[src/rtl/pressure_temperature_compensation_top_assert.svh]
// assertion macros shared by the compensation rtl
// no dependencies; real checks only when SYNTHESIS is not defined
`ifndef PRESSURE_TEMPERATURE_COMPENSATION_TOP_ASSERT_SVH
`define PRESSURE_TEMPERATURE_COMPENSATION_TOP_ASSERT_SVH
`ifndef SYNTHESIS
`define PTC_ASSERT_IMPL(label, clk, rst_n, ante, cons, msg) \
    label: assert property (@(posedge clk) disable iff (!rst_n) (ante) |-> (cons)) \
        else $error(msg);
`define PTC_ASSERT_NEXT(label, clk, rst_n, ante, cons, msg) \
    label: assert property (@(posedge clk) disable iff (!rst_n) (ante) |=> (cons)) \
        else $error(msg);
`else
`define PTC_ASSERT_IMPL(label, clk, rst_n, ante, cons, msg)
`define PTC_ASSERT_NEXT(label, clk, rst_n, ante, cons, msg)
`endif
`endif

[src/rtl/ptc_pkg.sv]
// shared types and constants for the pressure/temperature compensation block
// no dependencies
package ptc_pkg;

    localparam int QUEUE_DEPTH_DEFAULT = 2;

    localparam logic [1:0] CFG_GROUP_A = 2'd0;
    localparam logic [1:0] CFG_GROUP_B = 2'd1;
    localparam logic [1:0] CFG_GROUP_C = 2'd2;

    typedef struct packed {
        logic [19:0] raw_temperature;
        logic [19:0] raw_pressure;
    } in_item_t;

    typedef struct packed {
        logic signed [15:0] temperature_centi;
        logic [31:0]        pressure_q24_8;
        logic               pressure_valid;
    } out_item_t;

    typedef struct packed {
        logic [63:0] group_c;
        logic [63:0] group_b;
        logic [63:0] group_a;
    } cal_t;

    typedef struct packed {
        logic     valid;
        in_item_t item;
    } queue_out_t;

    typedef enum logic [3:0] {
        ST_IDLE,
        ST_V1,
        ST_D2,
        ST_V2,
        ST_TEMP,
        ST_AA,
        ST_B6,
        ST_B5,
        ST_A3,
        ST_A2,
        ST_A1,
        ST_NUM,
        ST_DIV,
        ST_C9A,
        ST_C9B,
        ST_C8
    } state_t;

endpackage

[src/rtl/ptc_front.sv]
// front end: accepts items and holds them in a short queue for the back end
// depends on ptc_pkg
module ptc_front
    import ptc_pkg::*;
#(
    parameter int QUEUE_DEPTH = QUEUE_DEPTH_DEFAULT
)(
    input  logic       clk,
    input  logic       rst_n,
    input  logic       start,
    input  in_item_t   sample,
    output logic       busy,
    output queue_out_t head,
    input  logic       pop
);

    localparam int PTR_W = $clog2(QUEUE_DEPTH);
    localparam int CNT_W = $clog2(QUEUE_DEPTH + 1);

    in_item_t           mem_reg [QUEUE_DEPTH];
    logic [PTR_W-1:0]   wr_ptr_reg, wr_ptr_next;
    logic [PTR_W-1:0]   rd_ptr_reg, rd_ptr_next;
    logic [CNT_W-1:0]   count_reg, count_next;
    logic               push;
    logic               do_pop;

    assign busy   = (count_reg == CNT_W'(QUEUE_DEPTH));
    assign push   = start && !busy;
    assign do_pop = pop && (count_reg != '0);

    assign head.valid = (count_reg != '0);
    assign head.item  = mem_reg[rd_ptr_reg];

    always_comb
    begin
        wr_ptr_next = wr_ptr_reg;
        rd_ptr_next = rd_ptr_reg;
        count_next  = count_reg;
        if (push)
        begin
            wr_ptr_next = (wr_ptr_reg == PTR_W'(QUEUE_DEPTH - 1)) ? '0 : wr_ptr_reg + 1'b1;
        end
        if (do_pop)
        begin
            rd_ptr_next = (rd_ptr_reg == PTR_W'(QUEUE_DEPTH - 1)) ? '0 : rd_ptr_reg + 1'b1;
        end
        if (push && !do_pop)
        begin
            count_next = count_reg + 1'b1;
        end
        else if (do_pop && !push)
        begin
            count_next = count_reg - 1'b1;
        end
    end

    always_ff @(posedge clk or negedge rst_n)
    begin
        if (!rst_n)
        begin
            wr_ptr_reg <= '0;
            rd_ptr_reg <= '0;
            count_reg  <= '0;
        end
        else
        begin
            wr_ptr_reg <= wr_ptr_next;
            rd_ptr_reg <= rd_ptr_next;
            count_reg  <= count_next;
        end
    end

    always_ff @(posedge clk)
    begin
        if (push)
        begin
            mem_reg[wr_ptr_reg] <= sample;
        end
    end

endmodule

[config.mk]
export PLATFORM = sky130hd
export DESIGN_NAME = ptc_front
export DESIGN_NICKNAME = d
export VERILOG_FILES = /design/src/rtl/pressure_temperature_compensation_top_assert.svh /design/src/rtl/ptc_pkg.sv /design/src/rtl/ptc_front.sv
export SDC_FILE = /design/constraint.sdc
export NUM_CORES = 1
export LEC_CHECK = 0
export BUFFER_PORTS_ARGS = -buffer_cell sky130_fd_sc_hd__buf_2
export CORE_AREA = 4 4 110 112
export DETAILED_ROUTE_END_ITERATION = 16
export DIE_AREA = 0 0 114 116
export GPL_ROUTABILITY_DRIVEN = 0
export MAX_ROUTING_LAYER = met4
export SLEW_MARGIN = 0
export SYNTH_ARGS = -nofsm -noshare
export SYNTH_HDL_FRONTEND = slang
export SYNTH_SLANG_ARGS = --single-unit
export TNS_END_PERCENT = 1
[constraint.sdc]
create_clock -name clk -period 3.3 [get_ports clk]
set_clock_uncertainty 0.2 [all_clocks]
set_input_delay 0.495 -clock clk [delete_from_list [all_inputs] [get_ports clk]]
set_output_delay 0.495 -clock clk [all_outputs]
set_load 0.005 [all_outputs]
==> impl_results.md, run 1 <==
* Status: finished clean
* Via count at 1,577
* DR DRC count at 0
* # diodes at 0
* Hold Crit Class: input pin to flip-flop
* Core area at 11,200 um^2
* Count leader, synth: edfxtp_1
* Initial Utilization at 0.293
* Clock Latency Late Sink at 330 ps
* Final Hold Viols at 0
* CP peak stage delay at roughly 710 ps
* Initial antenna violation count at 0
* Peak supply drop at 0.000433 V
* Max clock buf depth at 2
* CTS resizes at 0
* Cell with the largest stage delay on the worst path: dfrtp_2
* I/O pins at 86
* Slew Limit Fails at 0
* Max Cap Viol at 0
* Clk slew on worst S/H paths at 60 ps
* Lkg Pwr at 1.66 nW
* CTS tree: built
* Setup TNS at 0 ps
* Register area at 2500 um^2
* Seq cells post-synth at 84
* Die Ht at 116 um
* Netlist cell types at 16
* Vias per cell at a little over 4
* Global-route wire length before repair at about 8600 um
* Warnings, synthesis at 0
* Syn_nets at 189
* Slew at the pin closest to its max-slew limit at 562 ps
* Share of the synthesized area in the top cell type at 0.730
* Avg Cell Area, Syn at between 20 and 25 um^2
* Root Buffer: clkbuf_16
* Placed Instance Area at about 3900 um^2
* Final instance area at ~4100 um^2
* Register area share after synthesis at 0.760
* Count of final setup violators at 0
* Remaining antenna violation count at 0
* RSZ-0062 raised after global routing: no
* Final net count at about 290
* Clock sinks at 84
* Grt ovf at 0
* Port bufs at 85
* Drt pass-1 iters at 3
* Initial drt markers at 51
* Crit path max fanout at 26
* # fillers at 1,080
* Largest net degree at the start of global routing at 41
* FMAX at 396 MHz
* Fraction of registers with async set or reset after synthesis at 0.0476
* Gr usage total at 0.0928
* Die Area at 13,200 um^2
* Crit path buf inv count at 2
* Post-synthesis cell area at around 3300 um^2
* CP arrival at approximately 1800 ps
* Rel. slew slack at 0.625
* Num CTS Buffers at 9
* Worst setup SP type: flip-flop
* Postcts setup bufs at 0
* DR WL/cell at 14.7 um
* Synthesis-to-layout area growth at 25.7%
* Die Wd at 114 um
* Setup crit end kind: output port
* Kind of critical path: flip-flop to output port
* Tcrit/Tclk final at 0.766
* FP Rows at 39
* Maximum level of the CTS H-tree at 3
* Crit path time final at 2530 ps
* Top_reg_cell synth: edfxtp_1
* DP Wirelength at 3850 um
* Layout cells sized above 1 at 0.600
* Aggregate routed wire length at 5700 um
* EDFF count, synth at 80
* Delay-heaviest family, CP: flip-flops
* Max FFs per register at 80
* Power per cell area at 860 nW/um^2
* Critical path, cell by cell: buf_12, mux2_2, buf_2
* Top post-synthesis cells by area: edfxtp_1 73%, mux2_4 18%, dfrtp_1 3.0%, buf_12 2.4%, xnor2_1 0.80%
* Top cells by count, synth: 80 x edfxtp_1, 39 x mux2_4, 4 x buf_12, 4 x dfrtp_1, 3 x xnor2_1
* Vias in the first global route at 1,614
* Syn Inst Count at about 140
* Worst EP required at 2600 ps
* Final design utilization at 0.369
* Smallest hold slack at roughly 150 ps
* Multi-input gate area at 698 um^2
* Post-synth top area cell: edfxtp_1
-- placed cells by master, fill, tap and decap left out, drive strengths merged --
master	n
and3	1
buf	89
clkbuf	12
clkinv	2
clkinvlp	2
dfrtp	4
dlygate4sd3	1
edfxtp	80
ha	1
inv	2
mux2	40
nand2	2
nand2b	1
nor2	2
or2	1
xnor2	3
xor2	2
-- layer usage --
metal  routed length (um)  track usage  vias up
met4                   70       0.0499        0
met3                  317       0.0350        8
met5                    0            -        -
met2                 2810        0.136       45
met1                 2510        0.111      775
li1                     -            -      749
-- through the flow --
step / setup WS, ps / cells / power (W)
detailed placement: 1060 / 371 / 0.00273
finish: 772 / 388 / 0.00356
global route: 648 / 388 / 0.00377
CTS: 690 / 388 / 0.00364
global placement: 1090 / 371 / 0.00270
floorplan: 355 / 144 / 0.00239
-- where the power goes --
part | internal [W] | switching, W
Combinational | 0.000615 | 0.000459
Clock | 0.000527 | 0.000371
Sequential | 0.00146 | 0.000122
-- cell families (layout without fill, tap and decap cells) --
family,Yosys count,count (layout),synth area share
muxes,40,40,0.181
DFF,84,84,0.760
and+or+nand+nor,7,7,0.0110
buffers and inverters,7,108,0.0300
adders and majority gates,1,1,0.00380
xor gates and xnor gates,5,5,0.0133
-- final cells by class --
cell class	count	area share
timing repair buffer	90	0.116
clock inverter	4	0.00605
sequential	84	0.605
clock buffer	12	0.0596
inverter	2	0.00181
tap	143	0.0432
multi-input combinational	53	0.169
-- final timing paths --
check	startpoint	end	slack (ps)	depth (start not counted)
setup / recovery	rd_ptr_reg	head[17]	770	3
hold / removal	sample[12]	mem_reg[0][12]	150	1
min in group asynchronous	rst_n	rd_ptr_reg	310	2
max in group asynchronous	rst_n	rd_ptr_reg	2440	2
setup reg to reg	count_reg[0]	mem_reg[0][26]	1340	4
hold reg to reg	count_reg[1]	count_reg[1]	310	1
-- what timing repair did --
item	CTS	global route
hold buffers	1	0
endpoints found under the hold margin	4	0
endpoints found under the setup margin	0	0
No activity file was read; power rests on OpenSTA's default activity.
==> run 2, diff against run 1 <==
==> constraint.sdc (replaced) <==
create_clock -name clk -period 2.2 [get_ports clk]
set_clock_uncertainty 0.2 [all_clocks]
set_input_delay 0.33 -clock clk [delete_from_list [all_inputs] [get_ports clk]]
set_output_delay 0.33 -clock clk [all_outputs]
set_load 0.005 [all_outputs]
==> run 2 against run 1 <==
Against the previous run: total power grew 61%; global-route usage grew 0.44 points; non-clock buffer count grew 40; critical path depth is the same; sequential cell count is the same; die area is the same; highest routed layer unchanged.
==> impl_results.md, run 2 (synthesized netlist as in run 1, its figures left out) <==
* Final design utilization at 0.411 (was 0.369)
* Status: finished clean (unchanged)
* Critical path, cell by cell: buf_4, mux2_4, buf_2 (was buf_12, mux2_2, buf_2)
* Max Cap Viol at 0 (unchanged)
* Placed Cells at 372 (was 371)
* R2R setup slack at 460 ps (was 1340 ps)
* Vias in the first global route at 1,888 (was 1,614)
* Crit path time final at 2030 ps
* Max FFs per register at 80 (unchanged)
* Power per cell area at 1240 nW/um^2 (was 860 nW/um^2)
* Die Wd at 114 um (unchanged)
* Layout cells sized above 1 at 0.516 (was 0.600)
* Hold depth at 1 (unchanged)
* FMAX at 493 MHz
* Most frequent cells in the layout: 85 x buf_2, 80 x edfxtp_1, 40 x dlygate4sd3_1 (was 85 x buf_2, 80 x edfxtp_1, 39 x mux2_4)
* Hold Crit Class: input pin to flip-flop (unchanged)
* Gr usage total at 0.0972 (was 0.0928)
* Initial drt markers at 34 (was 51)
* Clock sinks at 84 (unchanged)
* Rel. slew slack at 0.781 (was 0.625)
* Tcrit/Tclk final at 0.921
* Remaining antenna violation count at 0 (unchanged)
* R2R cell count at 7 (was 4)
* Synthesis-to-layout area growth at 40.1% (was 25.7%)
* FP Rows at 39 (unchanged)
* Port bufs at 85 (unchanged)
* Slew Limit Fails at 0 (unchanged)
* Vias per cell at 4.00 (was 4.06)
* Setup TNS at 0 ps (unchanged)
* CP arrival at 1500 ps (was 1830 ps)
* Root Buffer: clkbuf_16 (unchanged)
* Slew at the pin closest to its max-slew limit at 328 ps (was 562 ps)
* Global-route wire length before repair at 9250 um (was 8640 um)
* Peak supply drop at 0.000548 V (was 0.000433 V)
* Commonest non-fill, non-tap cell in the layout: buf_2 (unchanged)
* DR WL/cell at 13.6 um (was 14.7 um)
* Aggregate routed wire length at 5820 um (was 5700 um)
* CTS tree: built (unchanged)
* RSZ-0062 raised after global routing: no (unchanged)
* DR DRC count at 0 (unchanged)
* Hold Startpoint: sample[35] (was sample[12])
* Hold endpoint: mem_reg[1][35] (was mem_reg[0][12])
* Num CTS Buffers at 9 (unchanged)
* Die Area at 13,200 um^2 (unchanged)
* Initial antenna violation count at 0 (unchanged)
* Max clock buf depth at 2 (unchanged)
* Pwr Total at 0.00573 W (was 0.00356 W)
* Largest net degree at the start of global routing at 41 (unchanged)
* Final net count at 325 (was 285)
* Initial Utilization at 0.293 (unchanged)
* Setup crit end kind: output port (unchanged)
* Maximum level of the CTS H-tree at 3 (unchanged)
* Final Hold Viols at 0 (unchanged)
* # diodes at 0 (unchanged)
* CP peak stage delay at 380 ps (was 710 ps)
* Crit path max fanout at 16 (was 26)
* I/O pins at 86 (unchanged)
* Crit path buf inv count at 2 (unchanged)
* Worst EP required at 1670 ps (was 2600 ps)
* Worst setup SP type: flip-flop (unchanged)
* Kind of critical path: flip-flop to output port (unchanged)
* Count of final setup violators at 0 (unchanged)
* Core area at 11,200 um^2 (unchanged)
* Drt pass-1 iters at 3 (unchanged)
* Grt ovf at 0 (unchanged)
* CTS resizes at 0 (unchanged)
* Die Ht at 116 um (unchanged)
* Cell with the largest stage delay on the worst path: dfrtp_2 (unchanged)
* Worst reg2reg path endpoint: count_reg[1] (was mem_reg[0][26])
* Delay-heaviest family, CP: buffers and inverters (was flip-flops)
* Non-Filler Instances at 428 (was 388)
* Lkg Pwr at 1.86 nW (was 1.66 nW)
* Smallest hold slack at 17.3 ps (was 149 ps)
* Clk slew on worst S/H paths at 60 ps (about the same)
* Critical R2R Launch: count_reg[0] (unchanged)
* Clock Latency Late Sink at 330 ps (about the same)
* Via count at 1,712 (was 1,577)
run 2: cell types whose count changed in the layout (fill, tap and decap cells not counted), sizes merged:
cell,before,now
dlygate4sd3,1,40
bufinv,0,3
clkinv,2,0
buf,89,90
clkinvlp,2,1
run 2: repair_timing:
item / 4_1_cts / 5_1_grt
hold endpoints to repair: 80 / 2
hold buffers: 39 / 1
setup buffers: 0 / 0
run 2: layout make-up:
type                    instances  area [um^2]
multi-input cells              53          698
fillers                      1040         6610
clock buffers                  12          236
clock inverters                 4         97.6
well taps                     143          179
flip-flops and latches         84         2500
inverters                       2         7.51
repair buffers                130          888
run 2: how the worst max path moves through the flow:
| stage | startpoint | endpoint | slack, ps | depth (start not counted) |
|---|---|---|---|---|
| floorplan | count_reg[0] | mem_reg[1][0] | 50 | 2 |
| global placement | count_reg[0] | mem_reg[0][28] | 520 | 4 |
| detailed placement | count_reg[0] | count_reg[1] | 490 | 6 |
| CTS | rd_ptr_reg | head[9] | 150 | 3 |
| global route | rd_ptr_reg | head[9] | 110 | 3 |
| finish | rd_ptr_reg | head[9] | 170 | 3 |
run 2: layer usage:
layer / global-route usage / vias to the layer above / part of all wire
li1: - / 830 / -
met4: 0.0451 / 0 / 0.014
met5: - / - / 0
met1: 0.103 / 828 / 0.40
met3: 0.0360 / 8 / 0.051
met2: 0.162 / 46 / 0.54
run 2: stage by stage:
step / area [um^2] / setup WS (ps)
4_1_cts: 4600 / 148
6_report: 4610 / 173
5_1_grt: 4610 / 105
3_3_place_gp: 3880 / 523
3_5_place_dp: 3880 / 488
2_1_floorplan: 3300 / 53.0
run 2: report_power, final:
part,internal [W],switching (W),total (W)
logic,0.000995,0.000773,0.00177
registers,0.00219,0.000116,0.00231
clock network,0.00111,0.000544,0.00165
==> run 3, diff against run 2 <==
==> constraint.sdc (replaced) <==
create_clock -name clk -period 2.2 [get_ports clk]
set_clock_uncertainty 0.2 [all_clocks]
set_input_delay 0.22 -clock clk [delete_from_list [all_inputs] [get_ports clk]]
set_output_delay 0.22 -clock clk [all_outputs]
set_load 0.005 [all_outputs]
==> run 3 against run 2 <==
Against the previous run: via count is 1.3% higher; highest routed layer unchanged; critical endpoint is now head[35]; sequential cell count unchanged; global-route usage fell by 0.20 points; first-iteration DRC count rose by 94%; sequential power is essentially flat; wire length grew 0.21%; clock power shrank 21%.
==> impl_results.md, run 3 (synthesized netlist as in run 1, its figures left out) <==
* Status: finished clean (unchanged)
* Crit path time final at 1940 ps (was 2030 ps)
* Die Wd at 114 um (unchanged)
* R2R setup slack at 460 ps (about the same)
* Final net count at 326 (was 325)
* CP arrival at 1520 ps (was 1500 ps)
* I/O pins at 86 (unchanged)
* DR DRC count at 0 (unchanged)
* Maximum level of the CTS H-tree at 3 (unchanged)
* Drt pass-1 iters at 4 (was 3)
* Clock Latency Late Sink at 330 ps (about the same)
* Crit path max fanout at 18 (was 16)
* Core area at 11,200 um^2 (unchanged)
* Cell with the largest stage delay on the worst path: dfrtp_2 (unchanged)
* Vias in the first global route at 1,892 (was 1,888)
* Setup crit end kind: output port (unchanged)
* Final worst slack at 263 ps (was 173 ps)
* Worst reg2reg path endpoint: count_reg[1] (unchanged)
* Slew Limit Fails at 0 (unchanged)
* Final instance area at 4560 um^2 (was 4610 um^2)
* Power per cell area at 1180 nW/um^2 (was 1240 nW/um^2)
* DR WL/cell at 13.6 um (about the same)
* Max FFs per register at 80 (unchanged)
* Clk slew on worst S/H paths at 60 ps (about the same)
* CP peak stage delay at 380 ps (about the same)
* Die Area at 13,200 um^2 (unchanged)
* Postcts setup bufs at 0 (unchanged)
* Clock sinks at 84 (unchanged)
* Initial Utilization at 0.293 (unchanged)
* Aggregate routed wire length at 5840 um (was 5820 um)
* Pre-CTS setup slack at 451 ps (was 488 ps)
* Num CTS Buffers at 9 (unchanged)
* Layout cells sized above 1 at 0.510 (was 0.516)
* Layer with the highest usage: met2 (unchanged)
* Final Hold Viols at 0 (unchanged)
* Root Buffer: clkbuf_16 (unchanged)
* Grt ovf at 0 (unchanged)
* Commonest non-fill, non-tap cell in the layout: buf_2 (unchanged)
* Met1 Use GR at 0.102 (was 0.103)
* Kind of critical path: flip-flop to output port (unchanged)
* Gr usage total at 0.0953 (was 0.0972)
* Placed Cells at 371 (was 372)
* Synthesis-to-layout area growth at 38.7% (was 40.1%)
* Lkg Pwr at 1.84 nW (was 1.86 nW)
* CTS tree: built (unchanged)
* Tcrit/Tclk final at 0.880 (was 0.921)
* Delay-heaviest family, CP: buffers and inverters (unchanged)
* Largest net degree at the start of global routing at 41 (unchanged)
* Placed Instance Area at 3880 um^2 (about the same)
* Port bufs at 85 (unchanged)
* Rel. slew slack at 0.767 (was 0.781)
* Initial antenna violation count at 0 (unchanged)
* # diodes at 0 (unchanged)
* Remaining antenna violation count at 0 (unchanged)
* Critical R2R Launch: count_reg[0] (unchanged)
* DP Wirelength at 3710 um
* Initial drt markers at 66 (was 34)
* Via count at 1,735 (was 1,712)
* Slew at the pin closest to its max-slew limit at 349 ps (was 328 ps)
* FMAX at 516 MHz (was 493 MHz)
* Max Cap Viol at 0 (unchanged)
* Smallest hold slack at 33.0 ps (was 17.3 ps)
* Hold Crit Class: input pin to async pin (was input pin to flip-flop)
* Setup TNS at 0 ps (unchanged)
* Die Ht at 116 um (unchanged)
* Vias per cell at 4.04 (was 4.00)
* RSZ-0062 raised after global routing: no (unchanged)
* Max clock buf depth at 2 (unchanged)
* Count of final setup violators at 0 (unchanged)
* Critical path, cell by cell: buf_4, mux2_4, buf_2 (unchanged)
* Worst EP required at 1780 ps (was 1670 ps)
* FP Rows at 39 (unchanged)
* Met2 usage at 0.162 (about the same)
* Most frequent cells in the layout: 85 x buf_2, 80 x edfxtp_1, 42 x dlygate4sd3_1 (was 85 x buf_2, 80 x edfxtp_1, 40 x dlygate4sd3_1)
* R2R cell count at 7 (unchanged)
* Met3 usage at 0.0303 (was 0.0360)
* Non-Filler Instances at 429 (was 428)
* Peak supply drop at 0.000634 V (was 0.000548 V)
* Worst setup SP type: flip-flop (unchanged)
* Crit path buf inv count at 2 (unchanged)
* Global-route wire length before repair at 9200 um (was 9250 um)
-- run 3: per-stage QoR --
stage / util / total power, W
after CTS: 0.407 / 0.00551
after global routing: 0.407 / 0.00571
after detailed placement: 0.346 / 0.00413
after floorplan: - / 0.00359
after global placement: 0.346 / 0.00410
final: 0.407 / 0.00539
-- run 3: how the worst max path moves through the flow --
stage,from,to,slack [ps],depth (start not counted)
finish,rd_ptr_reg,head[35],260,3
global route,rd_ptr_reg,head[35],190,3
CTS,rd_ptr_reg,head[11],220,3
detailed placement,count_reg[0],count_reg[1],450,7
global placement,count_reg[0],count_reg[1],560,6
floorplan,count_reg[0],mem_reg[1][0],50,2
-- run 3: layout make-up --
class | count | area [um^2]
fill | 1067 | 6660
sequential | 84 | 2500
timing repair buffer | 131 | 913
multi-input combinational | 53 | 698
clock buffer | 11 | 233
tap | 143 | 179
clock inverter | 5 | 28.8
inverter | 2 | 7.51
-- run 3: metal layers --
metal  share of wire  routed length (um)
met5               0                   0
met4           0.016                  91
met3           0.052                 301
met2            0.54                3160
met1            0.39                2280
-- run 3: report_power, final --
| group | switching (W) | internal [W] | total [W] |
|---|---|---|---|
| Combinational | 0.000777 | 0.00101 | 0.00178 |
| Clock | 0.000547 | 0.000756 | 0.00130 |
| Sequential | 0.000110 | 0.00219 | 0.00230 |
| Total | 0.00143 | 0.00396 | 0.00539 |
-- run 3: what timing repair did --
item | CTS | global route
resized for setup | 0 | 0
hold buffers | 42 | 0
endpoints found under the hold margin | 85 | 0
setup endpoints to repair | 0 | 0
