## src/rtl/pressure_temperature_compensation_top_assert.svh

```systemverilog
// assertion macros shared by the compensation rtl
// no dependencies; real checks only when SYNTHESIS is not defined
`ifndef PRESSURE_TEMPERATURE_COMPENSATION_TOP_ASSERT_SVH
`define PRESSURE_TEMPERATURE_COMPENSATION_TOP_ASSERT_SVH
`ifndef SYNTHESIS
`define PTC_ASSERT_IMPL(label, clk, rst_n, ante, cons, msg) \
    label: assert property (@(posedge clk) disable iff (!rst_n) (ante) |-> (cons)) \
        else $error(msg);
`define PTC_ASSERT_NEXT(label, clk, rst_n, ante, cons, msg) \
    label: assert property (@(posedge clk) disable iff (!rst_n) (ante) |=> (cons)) \
        else $error(msg);
`else
`define PTC_ASSERT_IMPL(label, clk, rst_n, ante, cons, msg)
`define PTC_ASSERT_NEXT(label, clk, rst_n, ante, cons, msg)
`endif
`endif

```

## src/rtl/ptc_pkg.sv

```systemverilog
// shared types and constants for the pressure/temperature compensation block
// no dependencies
package ptc_pkg;

    localparam int QUEUE_DEPTH_DEFAULT = 2;

    localparam logic [1:0] CFG_GROUP_A = 2'd0;
    localparam logic [1:0] CFG_GROUP_B = 2'd1;
    localparam logic [1:0] CFG_GROUP_C = 2'd2;

    typedef struct packed {
        logic [19:0] raw_temperature;
        logic [19:0] raw_pressure;
    } in_item_t;

    typedef struct packed {
        logic signed [15:0] temperature_centi;
        logic [31:0]        pressure_q24_8;
        logic               pressure_valid;
    } out_item_t;

    typedef struct packed {
        logic [63:0] group_c;
        logic [63:0] group_b;
        logic [63:0] group_a;
    } cal_t;

    typedef struct packed {
        logic     valid;
        in_item_t item;
    } queue_out_t;

    typedef enum logic [3:0] {
        ST_IDLE,
        ST_V1,
        ST_D2,
        ST_V2,
        ST_TEMP,
        ST_AA,
        ST_B6,
        ST_B5,
        ST_A3,
        ST_A2,
        ST_A1,
        ST_NUM,
        ST_DIV,
        ST_C9A,
        ST_C9B,
        ST_C8
    } state_t;

endpackage

```

## src/rtl/ptc_mul.sv

```systemverilog
// 64x64 multiply modulo 2^64 through one 32x32 multiplier
// depends on ptc_pkg
module ptc_mul
    import ptc_pkg::*;
(
    input  logic        clk,
    input  logic        rst_n,
    input  logic        start,
    input  logic [63:0] op_a,
    input  logic [63:0] op_b,
    output logic        busy,
    output logic        done,
    output logic [63:0] product
);

    logic [63:0] a_reg;
    logic [63:0] b_reg;
    logic [63:0] prod_reg;
    logic [63:0] acc_reg;
    logic [1:0]  cnt_reg;
    logic        busy_reg;
    logic        done_reg;
    logic [31:0] mx;
    logic [31:0] my;
    logic [63:0] pp;

    always_comb
    begin
        case (cnt_reg)
            2'd0:    begin mx = a_reg[31:0];  my = b_reg[31:0];  end
            2'd1:    begin mx = a_reg[31:0];  my = b_reg[63:32]; end
            default: begin mx = a_reg[63:32]; my = b_reg[31:0];  end
        endcase
        pp = 64'(mx) * 64'(my);
    end

    always_ff @(posedge clk or negedge rst_n)
    begin
        if (!rst_n)
        begin
            cnt_reg  <= '0;
            busy_reg <= 1'b0;
            done_reg <= 1'b0;
        end
        else
        begin
            done_reg <= 1'b0;
            if (start)
            begin
                cnt_reg  <= '0;
                busy_reg <= 1'b1;
            end
            else if (busy_reg)
            begin
                cnt_reg <= cnt_reg + 1'b1;
                if (cnt_reg == 2'd3)
                begin
                    busy_reg <= 1'b0;
                    done_reg <= 1'b1;
                end
            end
        end
    end

    always_ff @(posedge clk)
    begin
        if (start)
        begin
            a_reg <= op_a;
            b_reg <= op_b;
        end
        else if (busy_reg)
        begin
            case (cnt_reg)
                2'd0:    prod_reg <= pp;
                2'd1:
                begin
                    acc_reg  <= prod_reg;
                    prod_reg <= pp;
                end
                2'd2:
                begin
                    acc_reg  <= acc_reg + {prod_reg[31:0], 32'b0};
                    prod_reg <= pp;
                end
                default: acc_reg <= acc_reg + {prod_reg[31:0], 32'b0};
            endcase
        end
    end

    assign busy    = busy_reg;
    assign done    = done_reg;
    assign product = acc_reg;

endmodule

```

## src/rtl/ptc_div.sv

```systemverilog
// signed 64-bit divide truncating toward zero, one quotient bit per cycle
// depends on ptc_pkg
module ptc_div
    import ptc_pkg::*;
(
    input  logic        clk,
    input  logic        rst_n,
    input  logic        start,
    input  logic [63:0] num,
    input  logic [63:0] den,
    output logic        done,
    output logic [63:0] quot
);

    logic [63:0] q_reg;
    logic [63:0] r_reg;
    logic [63:0] d_reg;
    logic        neg_reg;
    logic [5:0]  cnt_reg;
    logic        busy_reg;
    logic        done_reg;
    logic [63:0] rs;
    logic        ge;

    assign rs = {r_reg[62:0], q_reg[63]};
    assign ge = (rs >= d_reg);

    always_ff @(posedge clk or negedge rst_n)
    begin
        if (!rst_n)
        begin
            cnt_reg  <= '0;
            busy_reg <= 1'b0;
            done_reg <= 1'b0;
        end
        else
        begin
            done_reg <= 1'b0;
            if (start)
            begin
                cnt_reg  <= '0;
                busy_reg <= 1'b1;
            end
            else if (busy_reg)
            begin
                cnt_reg <= cnt_reg + 1'b1;
                if (cnt_reg == 6'd63)
                begin
                    busy_reg <= 1'b0;
                    done_reg <= 1'b1;
                end
            end
        end
    end

    always_ff @(posedge clk)
    begin
        if (start)
        begin
            q_reg   <= num[63] ? (64'd0 - num) : num;
            d_reg   <= den[63] ? (64'd0 - den) : den;
            r_reg   <= '0;
            neg_reg <= num[63] ^ den[63];
        end
        else if (busy_reg)
        begin
            r_reg <= ge ? (rs - d_reg) : rs;
            q_reg <= {q_reg[62:0], ge};
        end
    end

    assign done = done_reg;
    assign quot = neg_reg ? (64'd0 - q_reg) : q_reg;

endmodule

```

## src/rtl/ptc_back.sv

```systemverilog
// back end: sequences the compensation over the shared multiplier and divider
// depends on ptc_pkg, ptc_mul, ptc_div and the assertion macro header
`include "pressure_temperature_compensation_top_assert.svh"
module ptc_back
    import ptc_pkg::*;
(
    input  logic       clk,
    input  logic       rst_n,
    input  cal_t       cal,
    input  queue_out_t head,
    output logic       pop,
    output logic       done,
    output out_item_t  result
);

    function automatic logic [63:0] sx16(input logic [15:0] v);
        return {{48{v[15]}}, v};
    endfunction

    state_t             state_reg, state_next;
    logic               pend_reg, pend_next;
    logic               done_reg;
    out_item_t          result_reg;
    logic [19:0]        adc_t_reg;
    logic [19:0]        adc_p_reg;
    logic [63:0]        v1_reg;
    logic [63:0]        x_reg;
    logic [31:0]        tf_reg;
    logic signed [15:0] temp_reg;
    logic [63:0]        a_reg;
    logic [63:0]        aa_reg;
    logic [63:0]        b_reg;
    logic [63:0]        den_reg;
    logic [63:0]        num_reg;
    logic [63:0]        p_reg;
    logic [63:0]        c1_reg;

    logic [63:0] t1, t2, t3, p1, p2, p3, p4, p5, p6, p7, p8, p9;
    logic [63:0] d1, d2, ps, praw, mul_a, mul_b, mul_p, div_q, psum, pres;
    logic        mul_start, mul_busy, mul_done, div_start, div_done;
    logic        is_mul, finish_ok, finish_bad;
    logic signed [34:0] t5;
    logic signed [26:0] tsh;
    logic signed [15:0] tsat;

    assign t1 = {48'b0, cal.group_a[15:0]};
    assign t2 = sx16(cal.group_a[31:16]);
    assign t3 = sx16(cal.group_a[47:32]);
    assign p1 = {48'b0, cal.group_a[63:48]};
    assign p2 = sx16(cal.group_b[15:0]);
    assign p3 = sx16(cal.group_b[31:16]);
    assign p4 = sx16(cal.group_b[47:32]);
    assign p5 = sx16(cal.group_b[63:48]);
    assign p6 = sx16(cal.group_c[15:0]);
    assign p7 = sx16(cal.group_c[31:16]);
    assign p8 = sx16(cal.group_c[47:32]);
    assign p9 = sx16(cal.group_c[63:48]);

    assign d1   = {47'b0, adc_t_reg[19:3]} - {47'b0, t1[15:0], 1'b0};
    assign d2   = {48'b0, adc_t_reg[19:4]} - t1;
    assign ps   = 64'($signed(p_reg) >>> 13);
    assign praw = 64'd1048576 - {44'b0, adc_p_reg};
    assign psum = p_reg + c1_reg + 64'($signed(mul_p) >>> 19);
    assign pres = 64'($signed(psum) >>> 8) + {p7[59:0], 4'b0};

    assign t5  = {{3{tf_reg[31]}}, tf_reg} + {tf_reg[31], tf_reg, 2'b0} + 35'sd128;
    assign tsh = 27'(t5 >>> 8);
    always_comb
    begin
        if (tsh > 27'sd32767)
        begin
            tsat = 16'sd32767;
        end
        else if (tsh < -27'sd32768)
        begin
            tsat = -16'sd32768;
        end
        else
        begin
            tsat = tsh[15:0];
        end
    end

    always_comb
    begin
        state_next = state_reg;
        pend_next  = pend_reg;
        pop        = 1'b0;
        is_mul     = 1'b0;
        mul_a      = '0;
        mul_b      = '0;
        div_start  = 1'b0;
        finish_ok  = 1'b0;
        finish_bad = 1'b0;
        unique case (state_reg)
            ST_IDLE:
            begin
                if (head.valid)
                begin
                    pop        = 1'b1;
                    state_next = ST_V1;
                end
            end
            ST_V1:   begin is_mul = 1'b1; mul_a = d1; mul_b = t2; end
            ST_D2:   begin is_mul = 1'b1; mul_a = d2; mul_b = d2; end
            ST_V2:   begin is_mul = 1'b1; mul_a = x_reg; mul_b = t3; end
            ST_TEMP: state_next = ST_AA;
            ST_AA:   begin is_mul = 1'b1; mul_a = a_reg; mul_b = a_reg; end
            ST_B6:   begin is_mul = 1'b1; mul_a = aa_reg; mul_b = p6; end
            ST_B5:   begin is_mul = 1'b1; mul_a = a_reg; mul_b = p5; end
            ST_A3:   begin is_mul = 1'b1; mul_a = aa_reg; mul_b = p3; end
            ST_A2:   begin is_mul = 1'b1; mul_a = a_reg; mul_b = p2; end
            ST_A1:
            begin
                is_mul = 1'b1;
                mul_a  = 64'h0000_8000_0000_0000 + x_reg;
                mul_b  = p1;
            end
            ST_NUM:
            begin
                is_mul = 1'b1;
                mul_a  = {praw[32:0], 31'b0} - b_reg;
                mul_b  = 64'd3125;
            end
            ST_DIV:
            begin
                if (!pend_reg)
                begin
                    if (den_reg == '0)
                    begin
                        finish_bad = 1'b1;
                        state_next = ST_IDLE;
                    end
                    else
                    begin
                        div_start = 1'b1;
                        pend_next = 1'b1;
                    end
                end
                else if (div_done)
                begin
                    pend_next  = 1'b0;
                    state_next = ST_C9A;
                end
            end
            ST_C9A:  begin is_mul = 1'b1; mul_a = p9; mul_b = ps; end
            ST_C9B:  begin is_mul = 1'b1; mul_a = x_reg; mul_b = ps; end
            ST_C8:   begin is_mul = 1'b1; mul_a = p8; mul_b = p_reg; end
        endcase
        mul_start = is_mul && !pend_reg;
        if (is_mul)
        begin
            if (mul_start)
            begin
                pend_next = 1'b1;
            end
            else if (mul_done)
            begin
                pend_next  = 1'b0;
                state_next = (state_reg == ST_C8) ? ST_IDLE : state_t'(state_reg + 1'b1);
                finish_ok  = (state_reg == ST_C8);
            end
        end
    end

    always_ff @(posedge clk or negedge rst_n)
    begin
        if (!rst_n)
        begin
            state_reg <= ST_IDLE;
            pend_reg  <= 1'b0;
            done_reg  <= 1'b0;
        end
        else
        begin
            state_reg <= state_next;
            pend_reg  <= pend_next;
            done_reg  <= finish_ok || finish_bad;
        end
    end

    always_ff @(posedge clk)
    begin
        case (state_reg)
            ST_IDLE:
            begin
                if (head.valid)
                begin
                    adc_t_reg <= head.item.raw_temperature;
                    adc_p_reg <= head.item.raw_pressure;
                end
            end
            ST_V1:   if (mul_done) v1_reg <= 64'($signed(mul_p) >>> 11);
            ST_D2:   if (mul_done) x_reg <= 64'($signed(mul_p) >>> 12);
            ST_V2:   if (mul_done) tf_reg <= 32'(v1_reg + 64'($signed(mul_p) >>> 14));
            ST_TEMP:
            begin
                temp_reg <= tsat;
                a_reg    <= {{32{tf_reg[31]}}, tf_reg} - 64'd128000;
            end
            ST_AA:   if (mul_done) aa_reg <= mul_p;
            ST_B6:   if (mul_done) b_reg <= mul_p;
            ST_B5:
            begin
                if (mul_done)
                begin
                    b_reg <= b_reg + {mul_p[46:0], 17'b0} + {p4[28:0], 35'b0};
                end
            end
            ST_A3:   if (mul_done) x_reg <= 64'($signed(mul_p) >>> 8);
            ST_A2:   if (mul_done) x_reg <= x_reg + {mul_p[51:0], 12'b0};
            ST_A1:   if (mul_done) den_reg <= 64'($signed(mul_p) >>> 33);
            ST_NUM:  if (mul_done) num_reg <= mul_p;
            ST_DIV:  if (div_done) p_reg <= div_q;
            ST_C9A:  if (mul_done) x_reg <= mul_p;
            ST_C9B:  if (mul_done) c1_reg <= 64'($signed(mul_p) >>> 25);
            ST_C8:   ;
        endcase
        if (finish_ok)
        begin
            result_reg.temperature_centi <= temp_reg;
            result_reg.pressure_q24_8    <= pres[31:0];
            result_reg.pressure_valid    <= 1'b1;
        end
        else if (finish_bad)
        begin
            result_reg.temperature_centi <= temp_reg;
            result_reg.pressure_q24_8    <= '0;
            result_reg.pressure_valid    <= 1'b0;
        end
    end

    ptc_mul u_mul (
        .clk     (clk),
        .rst_n   (rst_n),
        .start   (mul_start),
        .op_a    (mul_a),
        .op_b    (mul_b),
        .busy    (mul_busy),
        .done    (mul_done),
        .product (mul_p)
    );

    ptc_div u_div (
        .clk   (clk),
        .rst_n (rst_n),
        .start (div_start),
        .num   (num_reg),
        .den   (den_reg),
        .done  (div_done),
        .quot  (div_q)
    );

    assign done   = done_reg;
    assign result = result_reg;

    `PTC_ASSERT_NEXT(a_done_single, clk, rst_n, done_reg, !done_reg, "result strobe held")
    `PTC_ASSERT_IMPL(a_mul_idle, clk, rst_n, mul_start, !mul_busy, "multiply started while busy")
    `PTC_ASSERT_IMPL(a_div_nonzero, clk, rst_n, div_start, den_reg != '0, "divide by zero started")
    `PTC_ASSERT_IMPL(a_pop_idle, clk, rst_n, pop, state_reg == ST_IDLE, "item taken mid-run")

endmodule

```

## config.mk

```make
export PLATFORM = sky130hd
export DESIGN_NAME = ptc_back
export DESIGN_NICKNAME = d
export VERILOG_FILES = /design/src/rtl/ptc_pkg.sv /design/src/rtl/ptc_mul.sv /design/src/rtl/ptc_div.sv /design/src/rtl/ptc_back.sv
export VERILOG_INCLUDE_DIRS = /design/src /design/src/rtl
export SDC_FILE = /design/constraint.sdc
export NUM_CORES = 2
export LEC_CHECK = 0
export CAP_MARGIN = 20
export CORE_ASPECT_RATIO = 0.7
export CORE_MARGIN = 2
export CORE_UTILIZATION = 35
export CTS_BUF_LIST = sky130_fd_sc_hd__clkbuf_4 sky130_fd_sc_hd__clkbuf_8
export CTS_CLUSTER_SIZE = 40
export DETAILED_ROUTE_END_ITERATION = 6
export DONT_BUFFER_PORTS = 1
export GPL_TIMING_DRIVEN = 0
export SYNTH_ARGS = -nofsm -noshare
export SYNTH_HDL_FRONTEND = slang
export SYNTH_HIERARCHICAL = 1
export SYNTH_SLANG_ARGS = --single-unit
```

## constraint.sdc

```tcl
create_clock -name clk -period 31.8 [get_ports clk]
set_input_delay 3.18 -clock clk [delete_from_list [all_inputs] [get_ports clk]]
set_output_delay 3.18 -clock clk [all_outputs]
set_load 0.1 [all_outputs]
```

==> PnR_summary.wiki <==
{| class="wikitable"
! Metric !! Value
|-
| Share of post-route cells with drive strength above 1 || under 10%
|-
| Initial antenna violation count || 84
|-
| TritonCTS Buffers || 189
|-
| Clock tree root buffer cell || clkbuf_8
|-
| Cell with the most instances after synthesis || inv_1
|-
| Post-synthesis instance total || 10000
|-
| WL final || 471 mm
|-
| Clock-pin slew on the worst setup and hold paths || 60 ps
|-
| Number of placement rows || 163
|-
| Post-DRT Antenna Nets || 0
|-
| Routability-driven placement congestion ratio || 1.07
|-
| Distinct cells, synth || 120
|-
| Number of I/O port buffers || 0
|-
| Hold violation count in the final report || 0
|-
| Final standard cell area without fillers || 110000 µm²
|-
| Share of the clock period used by the worst path || 40.2%
|-
| Post-synthesis instance area || 98700 µm²
|-
| Horizontal extent of the die || approximately 640 µm
|-
| Number of nets in the layout || ~12000
|-
| Buffer depth of the longest clock path || 4
|-
| Net count after synthesis || about 12000
|-
| Most numerous cell types in the synthesized netlist || inv_1 (1126), nand2_1 (1043), nor2_1 (1026)
|-
| Kind of start point of the critical path || flop
|-
| Synth-to-layout area growth || 11.9%
|-
| Post-CTS repair timing setup buffer count || 0
|-
| Placeable core region || 281000 µm²
|-
| WP data required || 32440 ps
|-
| Final number of setup-violating endpoints || 0
|-
| Maximum single-stage delay on the critical path || 990 ps
|-
| Post-Place Cells || 13900
|-
| Maximum number of pins on one net before global-route repair || 65
|-
| Crit-path leading delay family || adder cells
|-
| Path type of the worst setup path || reg2reg
|-
| Sequential-to-total area share from yosys stat || 31.4%
|-
| Synth async-reset ratio || 1.71%
|-
| Number of clock sinks || 1055
|-
| HPWL Detailed || 387 mm
|-
| Most numerous cell on the critical path || fa_1
|-
| First-pass detailed-route iteration total || 7
|-
| Worst ir drop on vdd || 0.0275 mV
|-
| Crit path setup slack, layout || 19020 ps
|-
| #FFs+latches synth || 1055
|-
| Clock tree from TritonCTS || yes
|-
| Number of global-route vias before repair || ~80000
|-
| Relative slew slack || -10.3%
|-
| Area after DPL || 107000 µm²
|-
| Violated checks || design-rule violations, max-slew violations
|-
| Hold/Removal Path Class || reg2reg
|-
| DRC errors left || 27
|-
| Outcome || finished, violations left
|-
| Ys Warns || 6
|-
| Minimum clock period after layout || 12780 ps
|-
| Global-route congestion overflow total || 0
|-
| Dominant synthesized flop cell || edfxtp_1
|-
| Crit. End Element || flop
|-
| Hold bufs inserted after CTS || 0
|-
| Routed length per placed instance || between 30 and 40 µm
|-
| Arr. time, crit path || ~13000 ps
|-
| Area of the die || roughly 290000 µm²
|-
| Vias after detailed routing || 84400
|-
| Power density over the cells || around 26 nW/µm²
|-
| Count of pins over their slew limit || 3
|-
| Share of the synthesized area in the top cell type || 29.6%
|-
| I/O pin count || 286
|-
| Max Freq || between 70 and 80 MHz
|-
| Avg Inst Size Synth || ~10 µm²
|-
| Pleak || ~46 nW
|-
| Most area-hungry cell type in the Yosys netlist || edfxtp_1
|-
| Setup TNS || 0 ps
|-
| All-Layer GR Usage || 32.3%
|-
| Avg Vias per Cell || ~6
|-
| Drt initial violations || 13300
|-
| RSZ-0062 raised after global routing || no
|-
| Number of levels in the clock H-tree || 4
|-
| Initial Util || about a third
|-
| First-pass GRT wire length || 643 mm
|-
| Slowest cell on crit path || clkbuf_1
|-
| Cts repair resizes || 0
|-
| Post-placement worst setup slack || 18870 ps
|-
| Clock skew after layout || 95.1 ps
|-
| Clock Latency Late Sink || 990 ps
|-
| Number of buffer and inverter stages on the critical path || 8
|-
| Y dimension of the die || 448 µm
|-
| Post-Layout Cell Count || around 14000
|-
| Biggest area contributors in the synthesized netlist || edfxtp_1 (30%), fa_1 (20%), ha_1 (8.7%)
|-
| CP max FO || 10
|-
| Slew at the pin with the worst max-slew slack || 1650 ps
|-
| Count of flip-flops with a built-in enable after synthesis || 973
|-
| Number of max-cap violations || 0
|}
[final timing paths]
| kind | start | endpoint | slack, ps | cells past startpoint |
|---|---|---|---|---|
| worst max-delay path | u_mul/cnt_reg[0] | u_mul/prod_reg[60] | 19020 | 30 |
| worst max register to register | u_mul/cnt_reg[0] | u_mul/prod_reg[60] | 19020 | 30 |
| worst min register to register | u_div/r_reg[12] | u_div/r_reg[13] | 440 | 2 |
| min in group asynchronous | rst_n | u_div/cnt_reg[2] | 1890 | 0 |
| worst min-delay path | u_div/r_reg[12] | u_div/r_reg[13] | 440 | 2 |
| max in group asynchronous | rst_n | u_mul/busy | 29730 | 0 |
[worst register-to-register path: cells and delay by family, from the launching register on]
family	cells	cell delay, ps
adders and majority gates	10	5020
buffers and inverters	8	2730
AOI/OAI and AO/OA	5	2190
and+or+nand+nor	5	1500
muxes	1	480
DFF	1	450
xor gates and xnor gates	1	160
[cells by family after synthesis]
| family | Yosys count | share of synthesized area, % |
|---|---|---|
| AO/OA/AOI/OAI | 1987 | 13.6 |
| XOR/XNOR | 618 | 5.49 |
| adder cells (fa/ha/maj) | 1655 | 28.4 |
| buffers and inverters | 1575 | 6.09 |
| flip-flops | 1055 | 31.4 |
| multiplexers | 152 | 1.63 |
| AND/OR/NAND/NOR | 2961 | 13.5 |
[metal layers]
| layer | routed length [µm] | up-vias | global-route usage [%] |
|---|---|---|---|
| met5 | 93 | - | 0 |
| met4 | 24500 | 16 | 14.3 |
| li1 | - | 35400 | - |
| met2 | 176000 | 5531 | 42.0 |
| met3 | 66100 | 934 | 11.7 |
| met1 | 204000 | 42500 | 47.1 |
[power by group]
| group | leakage, nW | internal [W] | switching (W) |
|---|---|---|---|
| combinational | 34.5 | 0.0000330 | 0.0000459 |
| sequential | 9.58 | 0.00151 | 0.0000213 |
| clock | 1.87 | 0.000661 | 0.000634 |
| total | 46.0 | 0.00221 | 0.000701 |
[cell usage in the layout (no fill, tap or decap), drive strengths merged, types with 217 or more instances in the layout]
| cell | Yosys | routed |
|---|---|---|
| nand2 | 1043 | 1043 |
| a21oi | 501 | 501 |
| ha | 686 | 686 |
| o21ai | 405 | 405 |
| fa | 969 | 969 |
| a21o | 217 | 217 |
| xor2 | 234 | 234 |
| buf | 59 | 231 |
| inv | 1126 | 1126 |
| nor2 | 1026 | 1026 |
| xnor2 | 384 | 384 |
| edfxtp | 973 | 973 |
| clkbuf | 385 | 614 |
[layout make-up]
type / count / area (µm²)
Fill cell: 27800 / 171000
Multi-Input combinational cell: 7373 / 62000
Sequential cell: 1055 / 30900
Tap cell: 3712 / 4640
Inverter: 1128 / 4230
Timing Repair Buffer: 172 / 3110
Clock buffer: 229 / 2930
Buffer: 447 / 1790
Clock inverter: 95 / 617
Antenna cell: 35 / 87.6
[per-stage QoR]
| stage | hold WS [ps] | power (W) | utilization (%) |
|---|---|---|---|
| final | 445 | 0.00291 | 39.3 |
| after global routing | 460 | 0.00298 | 39.2 |
| after CTS | 417 | 0.00292 | 39.1 |
| after detailed placement | 459 | 0.00164 | 37.9 |
| after global placement | 456 | 0.00164 | 36.7 |
| after floorplan | 427 | 0.00161 | - |
Power figures use the tool's default switching activity.
